[src/clipped_draw_window_generator_unit_assert.svh]
// Assertion macros shared by the clipped draw window generator.
`ifndef CLIPPED_DRAW_WINDOW_GENERATOR_UNIT_ASSERT_SVH
`define CLIPPED_DRAW_WINDOW_GENERATOR_UNIT_ASSERT_SVH

// The consequent must hold in the same cycle as the antecedent.
`define CDWG_ASSERT_SAME(lbl, ante, cons, msg) \
  lbl: assert property (@(posedge clk_i) disable iff (!rst_ni) (ante) |-> (cons)) \
    else $error(msg);

// The consequent must hold in the cycle after the antecedent.
`define CDWG_ASSERT_NEXT(lbl, ante, cons, msg) \
  lbl: assert property (@(posedge clk_i) disable iff (!rst_ni) (ante) |=> (cons)) \
    else $error(msg);

`endif

[src/cdwg_pkg.sv]
// Types, constants and helper functions of the clipped draw window generator.
package cdwg_pkg;

  localparam int COORD_BITS = 16;
  localparam int CW         = COORD_BITS + 2;
  localparam int RW         = 11;
  localparam int BW         = 10;
  localparam int PW         = 22;
  localparam int LIM_W      = 2 * RW + 1;
  localparam int NUM_BOX    = 4;
  localparam int Q_DEPTH    = 2;

  localparam logic [RW-1:0] CLIP_X_MIN_RST    = RW'(0);
  localparam logic [RW-1:0] CLIP_X_MAX_RST    = RW'(240);
  localparam logic [RW-1:0] CLIP_Y_MIN_RST    = RW'(0);
  localparam logic [RW-1:0] CLIP_Y_MAX_RST    = RW'(320);
  localparam logic [RW-1:0] SCREEN_WIDTH_RST  = RW'(240);
  localparam logic [RW-1:0] SCREEN_HEIGHT_RST = RW'(320);
  localparam logic [LIM_W-1:0] LIM_RST        = LIM_W'(2 * 240 * 320);

  localparam logic [15:0] RED_MASK   = 16'b11111;
  localparam logic [15:0] GREEN_MASK = 16'b11111100000;
  localparam logic [15:0] BLUE_MASK  = 16'b1111100000000000;

  typedef enum logic [2:0] {
    OP_PIXEL16 = 3'd0,
    OP_PIXEL24 = 3'd1,
    OP_FILL    = 3'd2,
    OP_OUTLINE = 3'd3,
    OP_HLINE   = 3'd4,
    OP_VLINE   = 3'd5
  } op_e;

  typedef enum logic [2:0] {
    REG_CLIP_X_MIN    = 3'd0,
    REG_CLIP_X_MAX    = 3'd1,
    REG_CLIP_Y_MIN    = 3'd2,
    REG_CLIP_Y_MAX    = 3'd3,
    REG_SCREEN_WIDTH  = 3'd4,
    REG_SCREEN_HEIGHT = 3'd5
  } cfg_reg_e;

  typedef struct packed {
    logic [2:0]                    operation;
    logic signed [COORD_BITS-1:0]  x_coord;
    logic signed [COORD_BITS-1:0]  y_coord;
    logic signed [COORD_BITS-1:0]  extent_a;
    logic signed [COORD_BITS-1:0]  extent_b;
    logic [7:0]                    line_width;
    logic [23:0]                   color_in;
  } cmd_t;

  typedef struct packed {
    logic [BW-1:0] window_x_start;
    logic [BW-1:0] window_x_end;
    logic [BW-1:0] window_y_start;
    logic [BW-1:0] window_y_end;
    logic [PW-1:0] pixel_count;
    logic [15:0]   color_out;
    logic          last_window;
  } win_t;

  // Drawable region: start inclusive, end exclusive.
  typedef struct packed {
    logic [RW-1:0] x0;
    logic [RW-1:0] x1;
    logic [RW-1:0] y0;
    logic [RW-1:0] y1;
  } region_t;

  // One clipped, non-empty window waiting for the back end; ends are exclusive.
  typedef struct packed {
    logic [RW-1:0] xs;
    logic [RW-1:0] xe;
    logic [RW-1:0] ys;
    logic [RW-1:0] ye;
    logic [15:0]   color;
    logic          last;
  } job_t;

  function automatic logic signed [CW-1:0] sext(input logic [COORD_BITS-1:0] v);
    return $signed({{(CW - COORD_BITS){v[COORD_BITS-1]}}, v});
  endfunction

  // Packs an 8-8-8 colour into the panel's RGB565 layout with red in the low bits.
  function automatic logic [15:0] rgb888_to_565(input logic [23:0] c);
    logic [15:0] r;
    logic [15:0] g;
    logic [15:0] b;
    r = 16'(c[23:16]);
    g = 16'(c[15:8]);
    b = 16'(c[7:0]);
    return ((r >> 3) & RED_MASK) | ((g << 3) & GREEN_MASK) | ((b << 8) & BLUE_MASK);
  endfunction

endpackage

[src/cdwg_front.sv]
// Front end: builds and clips command boxes; issues one window a cycle unless stalled.
module cdwg_front import cdwg_pkg::*; (
  input  logic    clk_i,
  input  logic    rst_ni,
  input  logic    in_valid_i,
  output logic    in_ready_o,
  input  cmd_t    in_data_i,
  input  region_t region_i,
  output logic    job_valid_o,
  input  logic    job_ready_i,
  output job_t    job_o
);

  typedef struct packed {
    logic signed [CW-1:0] x0;
    logic signed [CW-1:0] x1;
    logic signed [CW-1:0] y0;
    logic signed [CW-1:0] y1;
  } box_t;

  box_t                 box_d [NUM_BOX];
  box_t                 box_q [NUM_BOX];
  job_t                 clip_job [NUM_BOX];
  logic [NUM_BOX-1:0]   raw_mask, pend_d, pend_q, nonempty, eff, sel, rest;
  logic [15:0]          color_d, color_q;
  logic signed [CW-1:0] x, y, ea, eb, xe, ye, lw, half, tail;
  logic signed [CW-1:0] rx0, rx1, ry0, ry1;
  logic signed [CW-1:0] cxs [NUM_BOX];
  logic signed [CW-1:0] cxe [NUM_BOX];
  logic signed [CW-1:0] cys [NUM_BOX];
  logic signed [CW-1:0] cye [NUM_BOX];
  logic                 ea_pos, eb_pos, lw_pos, accept, push;

  // Box generation from the incoming command.
  always_comb begin
    x      = sext(in_data_i.x_coord);
    y      = sext(in_data_i.y_coord);
    ea     = sext(in_data_i.extent_a);
    eb     = sext(in_data_i.extent_b);
    xe     = x + ea;
    ye     = y + eb;
    lw     = $signed(CW'(in_data_i.line_width));
    half   = $signed(CW'(in_data_i.line_width[7:1]));
    tail   = lw - half;
    ea_pos = !ea[CW-1] && (ea != '0);
    eb_pos = !eb[CW-1] && (eb != '0);
    lw_pos = (in_data_i.line_width != '0);
    color_d  = in_data_i.color_in[15:0];
    raw_mask = '0;
    for (int i = 0; i < NUM_BOX; i++) begin
      box_d[i] = '{x0: x, x1: x + CW'(1), y0: y, y1: y + CW'(1)};
    end
    unique case (op_e'(in_data_i.operation))
      OP_PIXEL16: begin
        raw_mask = NUM_BOX'(1);
      end
      OP_PIXEL24: begin
        raw_mask = NUM_BOX'(1);
        color_d  = rgb888_to_565(in_data_i.color_in);
      end
      OP_FILL: begin
        box_d[0] = '{x0: x, x1: xe, y0: y, y1: ye};
        raw_mask = NUM_BOX'(ea_pos && eb_pos);
      end
      OP_OUTLINE: begin
        // Top, bottom, left and right edges, in that order.
        box_d[0] = '{x0: x, x1: xe, y0: y, y1: y + CW'(1)};
        box_d[1] = '{x0: x, x1: xe, y0: ye - CW'(1), y1: ye};
        box_d[2] = '{x0: x, x1: x + CW'(1), y0: y, y1: ye};
        box_d[3] = '{x0: xe - CW'(1), x1: xe, y0: y, y1: ye};
        raw_mask = {NUM_BOX{ea_pos && eb_pos}};
      end
      OP_HLINE: begin
        box_d[0] = '{x0: x, x1: xe, y0: y - half, y1: y + tail};
        raw_mask = NUM_BOX'(ea_pos && lw_pos);
      end
      OP_VLINE: begin
        box_d[0] = '{x0: x - half, x1: x + tail, y0: y, y1: y + ea};
        raw_mask = NUM_BOX'(ea_pos && lw_pos);
      end
      default: begin
        raw_mask = '0;
      end
    endcase
  end

  // Clipping of the held boxes against the drawable region.
  always_comb begin
    rx0 = $signed(CW'(region_i.x0));
    rx1 = $signed(CW'(region_i.x1));
    ry0 = $signed(CW'(region_i.y0));
    ry1 = $signed(CW'(region_i.y1));
    for (int i = 0; i < NUM_BOX; i++) begin
      cxs[i] = (box_q[i].x0 > rx0) ? box_q[i].x0 : rx0;
      cxe[i] = (box_q[i].x1 < rx1) ? box_q[i].x1 : rx1;
      cys[i] = (box_q[i].y0 > ry0) ? box_q[i].y0 : ry0;
      cye[i] = (box_q[i].y1 < ry1) ? box_q[i].y1 : ry1;
      nonempty[i] = (cxs[i] < cxe[i]) && (cys[i] < cye[i]);
      clip_job[i] = '{xs: cxs[i][RW-1:0], xe: cxe[i][RW-1:0],
                      ys: cys[i][RW-1:0], ye: cye[i][RW-1:0],
                      color: color_q, last: 1'b0};
    end
  end

  // The lowest pending non-empty box goes out next.
  always_comb begin
    eff  = pend_q & nonempty;
    sel  = eff & (~eff + NUM_BOX'(1));
    rest = eff & ~sel;
    job_o = '0;
    for (int i = 0; i < NUM_BOX; i++) begin
      if (sel[i]) begin
        job_o = clip_job[i];
      end
    end
    job_o.last  = (rest == '0);
    job_valid_o = (eff != '0);
    push        = job_valid_o && job_ready_i;
    in_ready_o  = !job_valid_o || (job_ready_i && (rest == '0));
    accept      = in_valid_i && in_ready_o;
    pend_d      = pend_q;
    if (push) begin
      pend_d = rest;
    end else if (eff == '0) begin
      pend_d = '0;
    end
    if (accept) begin
      pend_d = raw_mask;
    end
  end

  always_ff @(posedge clk_i or negedge rst_ni) begin
    if (!rst_ni) begin
      pend_q <= '0;
    end else begin
      pend_q <= pend_d;
    end
  end

  always_ff @(posedge clk_i) begin
    if (accept) begin
      box_q   <= box_d;
      color_q <= color_d;
    end
  end

endmodule

[src/cdwg_queue.sv]
// Short window queue between the front end and the back end.
module cdwg_queue import cdwg_pkg::*; (
  input  logic clk_i,
  input  logic rst_ni,
  input  logic push_valid_i,
  output logic push_ready_o,
  input  job_t push_data_i,
  output logic pop_valid_o,
  input  logic pop_ready_i,
  output job_t pop_data_o
);

  localparam int PtrW = (Q_DEPTH > 1) ? $clog2(Q_DEPTH) : 1;
  localparam int CntW = $clog2(Q_DEPTH + 1);

  job_t            mem_q [Q_DEPTH];
  logic [PtrW-1:0] wr_ptr_q, wr_ptr_d, rd_ptr_q, rd_ptr_d;
  logic [CntW-1:0] count_q, count_d;
  logic            do_push, do_pop;

  always_comb begin
    push_ready_o = (count_q != CntW'(Q_DEPTH));
    pop_valid_o  = (count_q != '0);
    pop_data_o   = mem_q[rd_ptr_q];
    do_push      = push_valid_i && push_ready_o;
    do_pop       = pop_valid_o && pop_ready_i;
    wr_ptr_d     = wr_ptr_q;
    rd_ptr_d     = rd_ptr_q;
    count_d      = count_q;
    if (do_push) begin
      wr_ptr_d = (wr_ptr_q == PtrW'(Q_DEPTH - 1)) ? '0 : wr_ptr_q + PtrW'(1);
    end
    if (do_pop) begin
      rd_ptr_d = (rd_ptr_q == PtrW'(Q_DEPTH - 1)) ? '0 : rd_ptr_q + PtrW'(1);
    end
    if (do_push && !do_pop) begin
      count_d = count_q + CntW'(1);
    end else if (do_pop && !do_push) begin
      count_d = count_q - CntW'(1);
    end
  end

  always_ff @(posedge clk_i or negedge rst_ni) begin
    if (!rst_ni) begin
      wr_ptr_q <= '0;
      rd_ptr_q <= '0;
      count_q  <= '0;
    end else begin
      wr_ptr_q <= wr_ptr_d;
      rd_ptr_q <= rd_ptr_d;
      count_q  <= count_d;
    end
  end

  always_ff @(posedge clk_i) begin
    if (do_push) begin
      mem_q[wr_ptr_q] <= push_data_i;
    end
  end

endmodule

[src/cdwg_back.sv]
// Back end: turns a clipped window into inclusive bounds and a checked pixel count.
module cdwg_back import cdwg_pkg::*; (
  input  logic             clk_i,
  input  logic             rst_ni,
  input  logic             job_valid_i,
  output logic             job_ready_o,
  input  job_t             job_i,
  input  logic [LIM_W-1:0] lim_i,
  output logic             out_valid_o,
  input  logic             out_ready_i,
  output win_t             out_data_o
);

  typedef struct packed {
    logic [BW-1:0] xs;
    logic [BW-1:0] xl;
    logic [BW-1:0] ys;
    logic [BW-1:0] yl;
    logic [RW-1:0] dx;
    logic [RW-1:0] dy;
    logic [15:0]   color;
    logic          last;
  } stage_t;

  stage_t          a_d, a_q;
  win_t            win_d, win_q;
  logic            a_valid_q, out_valid_q, out_free;
  logic [RW-1:0]   xl, yl;
  logic [2*RW-1:0] cnt;
  logic            over;

  always_comb begin
    xl   = job_i.xe - RW'(1);
    yl   = job_i.ye - RW'(1);
    a_d  = '{xs: job_i.xs[BW-1:0], xl: xl[BW-1:0],
             ys: job_i.ys[BW-1:0], yl: yl[BW-1:0],
             dx: job_i.xe - job_i.xs, dy: job_i.ye - job_i.ys,
             color: job_i.color, last: job_i.last};
    cnt  = (2 * RW)'(a_q.dx) * (2 * RW)'(a_q.dy);
    over = LIM_W'(cnt) > lim_i;
    win_d = '{window_x_start: a_q.xs, window_x_end: a_q.xl,
              window_y_start: a_q.ys, window_y_end: a_q.yl,
              pixel_count: over ? '0 : PW'(cnt),
              color_out: a_q.color, last_window: a_q.last};
    out_free    = !out_valid_q || out_ready_i;
    job_ready_o = !a_valid_q || out_free;
  end

  always_ff @(posedge clk_i or negedge rst_ni) begin
    if (!rst_ni) begin
      a_valid_q   <= 1'b0;
      out_valid_q <= 1'b0;
    end else begin
      if (job_ready_o) begin
        a_valid_q <= job_valid_i;
      end
      if (out_free) begin
        out_valid_q <= a_valid_q;
      end
    end
  end

  always_ff @(posedge clk_i) begin
    if (job_valid_i && job_ready_o) begin
      a_q <= a_d;
    end
    if (out_free && a_valid_q) begin
      win_q <= win_d;
    end
  end

  assign out_valid_o = out_valid_q;
  assign out_data_o  = win_q;

endmodule

[src/clipped_draw_window_generator_unit.sv]
// Top level of the clipped draw window generator: configuration, region and wiring.
`include "clipped_draw_window_generator_unit_assert.svh"

// Each drawing command transaction on the input channel turns into zero to four window
// transactions on the output channel, in order, the final one flagged by last_window.
// The front end holds one command, clips all of its boxes against the drawable region
// (the clip registers intersected with the screen size and MAX_SCREEN_DIM) in parallel,
// and hands one non-empty window per cycle to a two-entry queue while it has room; the
// back end computes the inclusive bounds, then the pixel count and its limit check, over
// two registered stages. A command therefore occupies the front end until its last
// surviving window is handed on: pixels, filled rectangles and lines yield at most one
// window, an outlined rectangle up to four. A new command is taken in the cycle its
// predecessor's last window moves into the queue, so windows, and commands of at most
// one window, stream at one per cycle when the output is not stalled.
// Configuration writes are always accepted and must only be made while no command is
// in flight; register indexes beyond the list are ignored.
module clipped_draw_window_generator_unit import cdwg_pkg::*; #(
  parameter int MAX_SCREEN_DIM = 1024
) (
  input  logic          clk_i,
  input  logic          rst_ni,
  input  logic          in_valid_i,
  output logic          in_ready_o,
  input  cmd_t          in_data_i,
  output logic          out_valid_o,
  input  logic          out_ready_i,
  output win_t          out_data_o,
  input  logic          cfg_valid_i,
  output logic          cfg_ready_o,
  input  logic [2:0]    cfg_index_i,
  input  logic [RW-1:0] cfg_data_i
);

  // The dimension cap is compared at whatever width holds both it and a register.
  localparam int DimW = $clog2(MAX_SCREEN_DIM + 1);
  localparam int MW   = (DimW > RW) ? DimW : RW;
  localparam logic [MW-1:0] MaxDim = MW'(MAX_SCREEN_DIM);

  logic [RW-1:0]    clip_x_min_q, clip_x_max_q, clip_y_min_q, clip_y_max_q;
  logic [RW-1:0]    screen_width_q, screen_height_q;
  logic [LIM_W-1:0] lim_q, lim_d;
  logic [MW-1:0]    x_lim, y_lim;
  region_t          region;
  logic             job_valid, job_ready, q_valid, q_ready;
  job_t             job, q_job;

  assign cfg_ready_o = 1'b1;

  always_ff @(posedge clk_i or negedge rst_ni) begin
    if (!rst_ni) begin
      clip_x_min_q    <= CLIP_X_MIN_RST;
      clip_x_max_q    <= CLIP_X_MAX_RST;
      clip_y_min_q    <= CLIP_Y_MIN_RST;
      clip_y_max_q    <= CLIP_Y_MAX_RST;
      screen_width_q  <= SCREEN_WIDTH_RST;
      screen_height_q <= SCREEN_HEIGHT_RST;
    end else if (cfg_valid_i && cfg_ready_o) begin
      unique case (cfg_reg_e'(cfg_index_i))
        REG_CLIP_X_MIN:    clip_x_min_q    <= cfg_data_i;
        REG_CLIP_X_MAX:    clip_x_max_q    <= cfg_data_i;
        REG_CLIP_Y_MIN:    clip_y_min_q    <= cfg_data_i;
        REG_CLIP_Y_MAX:    clip_y_max_q    <= cfg_data_i;
        REG_SCREEN_WIDTH:  screen_width_q  <= cfg_data_i;
        REG_SCREEN_HEIGHT: screen_height_q <= cfg_data_i;
        default: begin
        end
      endcase
    end
  end

  // The pixel count limit is twice the screen area. It is registered here, since a
  // command passes through the front end and the queue before it reaches the back end.
  assign lim_d = {(2 * RW)'(screen_width_q) * (2 * RW)'(screen_height_q), 1'b0};

  always_ff @(posedge clk_i or negedge rst_ni) begin
    if (!rst_ni) begin
      lim_q <= LIM_RST;
    end else begin
      lim_q <= lim_d;
    end
  end

  // The drawable end bound is the smallest of the clip end, the screen size and the cap.
  always_comb begin
    x_lim = MW'(clip_x_max_q);
    if (MW'(screen_width_q) < x_lim) begin
      x_lim = MW'(screen_width_q);
    end
    if (MaxDim < x_lim) begin
      x_lim = MaxDim;
    end
    y_lim = MW'(clip_y_max_q);
    if (MW'(screen_height_q) < y_lim) begin
      y_lim = MW'(screen_height_q);
    end
    if (MaxDim < y_lim) begin
      y_lim = MaxDim;
    end
    region = '{x0: clip_x_min_q, x1: x_lim[RW-1:0], y0: clip_y_min_q, y1: y_lim[RW-1:0]};
  end

  cdwg_front u_front (
    .clk_i       (clk_i),
    .rst_ni      (rst_ni),
    .in_valid_i  (in_valid_i),
    .in_ready_o  (in_ready_o),
    .in_data_i   (in_data_i),
    .region_i    (region),
    .job_valid_o (job_valid),
    .job_ready_i (job_ready),
    .job_o       (job)
  );

  cdwg_queue u_queue (
    .clk_i        (clk_i),
    .rst_ni       (rst_ni),
    .push_valid_i (job_valid),
    .push_ready_o (job_ready),
    .push_data_i  (job),
    .pop_valid_o  (q_valid),
    .pop_ready_i  (q_ready),
    .pop_data_o   (q_job)
  );

  cdwg_back u_back (
    .clk_i       (clk_i),
    .rst_ni      (rst_ni),
    .job_valid_i (q_valid),
    .job_ready_o (q_ready),
    .job_i       (q_job),
    .lim_i       (lim_q),
    .out_valid_o (out_valid_o),
    .out_ready_i (out_ready_i),
    .out_data_o  (out_data_o)
  );

  // Only non-empty windows enter the queue.
  `CDWG_ASSERT_SAME(a_job_not_empty, job_valid && job_ready, (job.xs < job.xe) && (job.ys < job.ye), "empty window entered the queue")

  // A new command is only taken while the previous command's final window leaves.
  `CDWG_ASSERT_SAME(a_cmd_after_last, in_valid_i && in_ready_o && job_valid, job_ready && job.last, "command taken over a pending window")

  // An unknown operation leaves nothing behind in the front end.
  `CDWG_ASSERT_NEXT(a_unknown_op_drop, in_valid_i && in_ready_o && (in_data_i.operation > 3'(OP_VLINE)), !job_valid, "unknown operation produced a window")

endmodule
[config.mk]
export PLATFORM = sky130hd
export DESIGN_NAME = clipped_draw_window_generator_unit
export DESIGN_NICKNAME = d
export VERILOG_FILES = /design/src/cdwg_pkg.sv /design/src/cdwg_front.sv /design/src/cdwg_queue.sv /design/src/cdwg_back.sv /design/src/clipped_draw_window_generator_unit.sv
export VERILOG_INCLUDE_DIRS = /design/src /design/src/src
export SDC_FILE = /design/constraint.sdc
export NUM_CORES = 2
export LEC_CHECK = 0
export BUFFER_PORTS_ARGS = -buffer_cell sky130_fd_sc_hd__buf_4
export CAP_MARGIN = 20
export CORE_MARGIN = 2
export CORE_UTILIZATION = 50
export CTS_CLUSTER_SIZE = 30
export DETAILED_ROUTE_END_ITERATION = 8
export PLACE_DENSITY = 0.69
export SLEW_MARGIN = 10
export SYNTH_ARGS = -nofsm -noshare
export SYNTH_HDL_FRONTEND = slang
export SYNTH_HIERARCHICAL = 1
export SYNTH_SLANG_ARGS = --single-unit
[constraint.sdc]
create_clock -name clk_i -period 20.1 [get_ports clk_i]
set_input_delay 0 -clock clk_i [delete_from_list [all_inputs] [get_ports clk_i]]
set_output_delay 0 -clock clk_i [all_outputs]
set_load 0.005 [all_outputs]
==> results.txt <==
* Status: complete, no violations
- Routed wirelength normalized by instance count: 21.09 µm
- Mean instance size in the synthesized netlist: 10.38 µm²
* Total Die Area: 0.09394 mm²
- Critical path's largest stage delay: 0.80 ns
- The smallest clock period supported by the final layout is computed as 11.60 ns.
- Setup repair after global routing left no endpoint under its margin.
- Final Cycle Share: 0.5771
- Share of cells above drive strength 1: 0.1193
- Number of antenna violations at the first check in global routing: 0
- Between clock sinks in the finished design, the worst skew comes to 0.04410 ns.
* Routed via count: 34,080
- Number of standard cells in the layout, taps in and fillers out: 5,863
- After synthesis, the share of flip-flops with an asynchronous set or reset is 0.1687.
* Source-to-sink clock delay at the later pin of the worst-skew pair: 0.67 ns
* CP Class: reg2reg
- Area of all sequential standard cells: 0.01698 mm²
* Most frequent standard cell in the layout excluding fill and tap cells: ha_1
- At the end of routability-driven placement, the weighted congestion stood at 1.012.
* Number of nets with antenna violations after routing: 0
- The tree built by TritonCTS fans out to 581 sinks.
* Via count of the first global-routing pass: 33,020
* Yosys cell types: 99
- I/O pin total: 200
- Total negative slack for setup checks: 0 ns
- Across all hold checks on the routed design, the worst slack comes to 0.05999 ns.
- In this run the clock root is driven by a clkbuf_16.
* Cell Area, Synth: 0.04575 mm²
- STA classifies the critical path startpoint as a flop.
* Worst hold path class: in2reg
- At the worst endpoint, the required time is 20.40 ns.
* Max-Cap Viols: 0
- The floorplan has 110 rows.
- CTS Buf Count: 60
* Reg-to-Reg Start: screen_width_q[4]
* Max Buffers Root-to-Sink: 3
* Overall die width: 306.5 µm
- Worst-path clk slew: 0.06 ns
- The most used flip-flop cell after synthesis is edfxtp_1.
- Largest net degree at the start of global routing: 99
- Number of enable-type register cells in the synthesized netlist: 483
- Chip Height: 306.5 µm
* Total GRT Usage: 0.2616
* Commonest non-fill, non-tap cells in the layout: ha_1, edfxtp_1, inv_1
* Worst Tran Pin Value: 1.084 ns
- The worst pin sits at a relative slew slack of 0.2774.
- Endpoints failing setup: 0
- Post-synthesis register bit count: 581
* Sequential area share after synthesis: 0.3710
- The final layout contains routed wiring with a total length of 123,700 µm.
* Slowest cell on the critical path: ha_1
* Area of the core: 0.09029 mm²
- Setup repair bufs after CTS: 0
* Data arrival time of the worst path: 11.89 ns
* Fin. Hold Viols: 0
- Residual DRC count: 0
- In this design, the critical path's most frequently occurring cell is a21o_1.
- At the end of the flow the core is filled with cells to 0.5686.
* Endpoint class of the critical path: flop
- Cell Count Post-Placement: 5,643
- Launching element of the worst setup path: screen_width_q[4]
- Cts repair resizes: 0
- Iteration-0 DRC count of the detailed router: 3,142
* Global-route congestion overflow total: 0
- For this run, the number of Yosys warnings is 6.
- Port buffering added 195 buffers.
- Critical path peak fanout: 66
- Post-synthesis instance total: 4,407
- Multi-input gate area in the final layout: 0.02648 mm²
* Highest achievable clock rate: 86.21 MHz
- The startpoint identified for the worst hold timing path is in_data_i[97].
- The initial utilization of the core area, before any placement, comes to 0.5068.
* Detailed-route vias per instance: 5.813
* Max Slew Vio Count: 0
- Half-perimeter wire length after placement: 96,150 µm
- Area overhead of the layout relative to synthesis: 12.20%
- Fill cells in the final layout number 7,683.
- The first global-routing pass estimated 190,900 µm of wire.
- Drt pass-1 iters: 6
* Final nets: 5,441
- TritonCTS built the clock tree.
- Level count of the clock H-tree: 2
==> registers in the layout, summed over array words and instances, names as in the netlist, 2 cells and up <==
| register | flops |
|---|---|
| u_front/box_q | 187 |
| u_queue/mem_q | 122 |
| u_back/a_q | 79 |
| u_back/out_data_o | 79 |
| lim_q | 22 |
| u_front/color_q | 16 |
| clip_x_max_q | 11 |
| clip_x_min_q | 11 |
| clip_y_max_q | 11 |
| clip_y_min_q | 11 |
| screen_height_q | 11 |
| screen_width_q | 11 |
| u_front/pend_q | 4 |
| u_queue/count_q | 2 |
==> routing by layer <==
layer  wire length [µm]  share of wire  up-vias  track usage
li1                   -              -    16210            -
met1              53940           0.44    16450       0.3578
met2              56620           0.46     1166       0.4231
met3               7432          0.060      257      0.03005
met4               5664          0.046        0       0.1106
met5                  0              0        -            0
==> critical path: cells and delay by family, from the launching register on <==
family | cells | cell delay [ns]
AO/OA/AOI/OAI | 19 | 5.10
adder cells (fa/ha/maj) | 4 | 1.75
buffers and inverters | 4 | 1.70
AND/OR/NAND/NOR | 6 | 1.58
flip-flops | 1 | 0.76
multiplexers | 1 | 0.28
==> cell usage after synthesis (44+ instances only) <==
library cell  count  area share
a21o_1           93       0.015
a21oi_1         163       0.018
and2_1          173       0.024
clkbuf_1        140       0.011
dfrtp_1          82       0.045
edfxtp_1        483        0.32
fa_1            169       0.074
ha_1            520        0.14
inv_1           428       0.035
mux2_2          117       0.029
mux2_4           59       0.019
mux2i_1          74       0.016
nand2_1         366       0.030
nand2b_1         76       0.010
nand3_1          64      0.0070
nand4_1          49      0.0067
nor2_1          231       0.019
nor2b_1          77       0.011
nor3_1           65      0.0071
nor4_1           44      0.0060
o21a_1           48      0.0079
o21ai_0         179       0.020
o21ai_1          44      0.0048
xnor2_1         117       0.022
xor2_1           61       0.012
==> worst paths after layout <==
| kind | end | slack (ns) | depth (start not counted) |
|---|---|---|---|
| hold reg to reg | u_back/out_data_o[45] | 0.41 | 0 |
| min in group asynchronous | screen_height_q[6] | 0.50 | 3 |
| setup reg to reg | u_front/box_q[151] | 8.50 | 34 |
| setup / recovery | u_front/box_q[151] | 8.50 | 34 |
| max in group asynchronous | clip_x_max_q[0] | 18.18 | 4 |
| hold / removal | u_front/box_q[281] | 0.06 | 5 |
==> cells by family (layout without fill, tap and decap cells) <==
family	after synthesis	count (layout)	synth area share
simple gates	1272	1272	0.1406
compound gates	836	836	0.1214
fa+ha+maj	690	690	0.2164
buf+inv	596	870	0.05168
flops	581	581	0.3710
mux	251	251	0.06459
xor+xnor	178	178	0.03407
other cells	3	9	0.0002461
==> per-stage QoR <==
stage                     setup WS [ns]  cell area (µm²)
final                             8.501            51330
after global routing              7.867            51330
after CTS                         8.554            51280
after detailed placement          8.558            48210
after global placement            8.676            48210
after floorplan                   2.451            45770
==> final cells by class <==
cell class                 count  share of cell area
clock buffer                  80             0.03239
multi-input combinational   3235              0.5159
antenna                        1          0.00004875
inverter                     430             0.03144
sequential                   581              0.3308
tap                         1176             0.02866
clock inverter                34            0.007458
timing repair buffer         326             0.05331
==> timing repair <==
action | 4_1_cts | 5_1_grt
endpoints found under the hold margin | 347 | 0
endpoints found under the setup margin | 0 | 0
hold buffers | 102 | 0
Power is left out: the tool's default activity adds up to more than one toggle a clock period on the data nets, which glitch-free logic cannot reach.
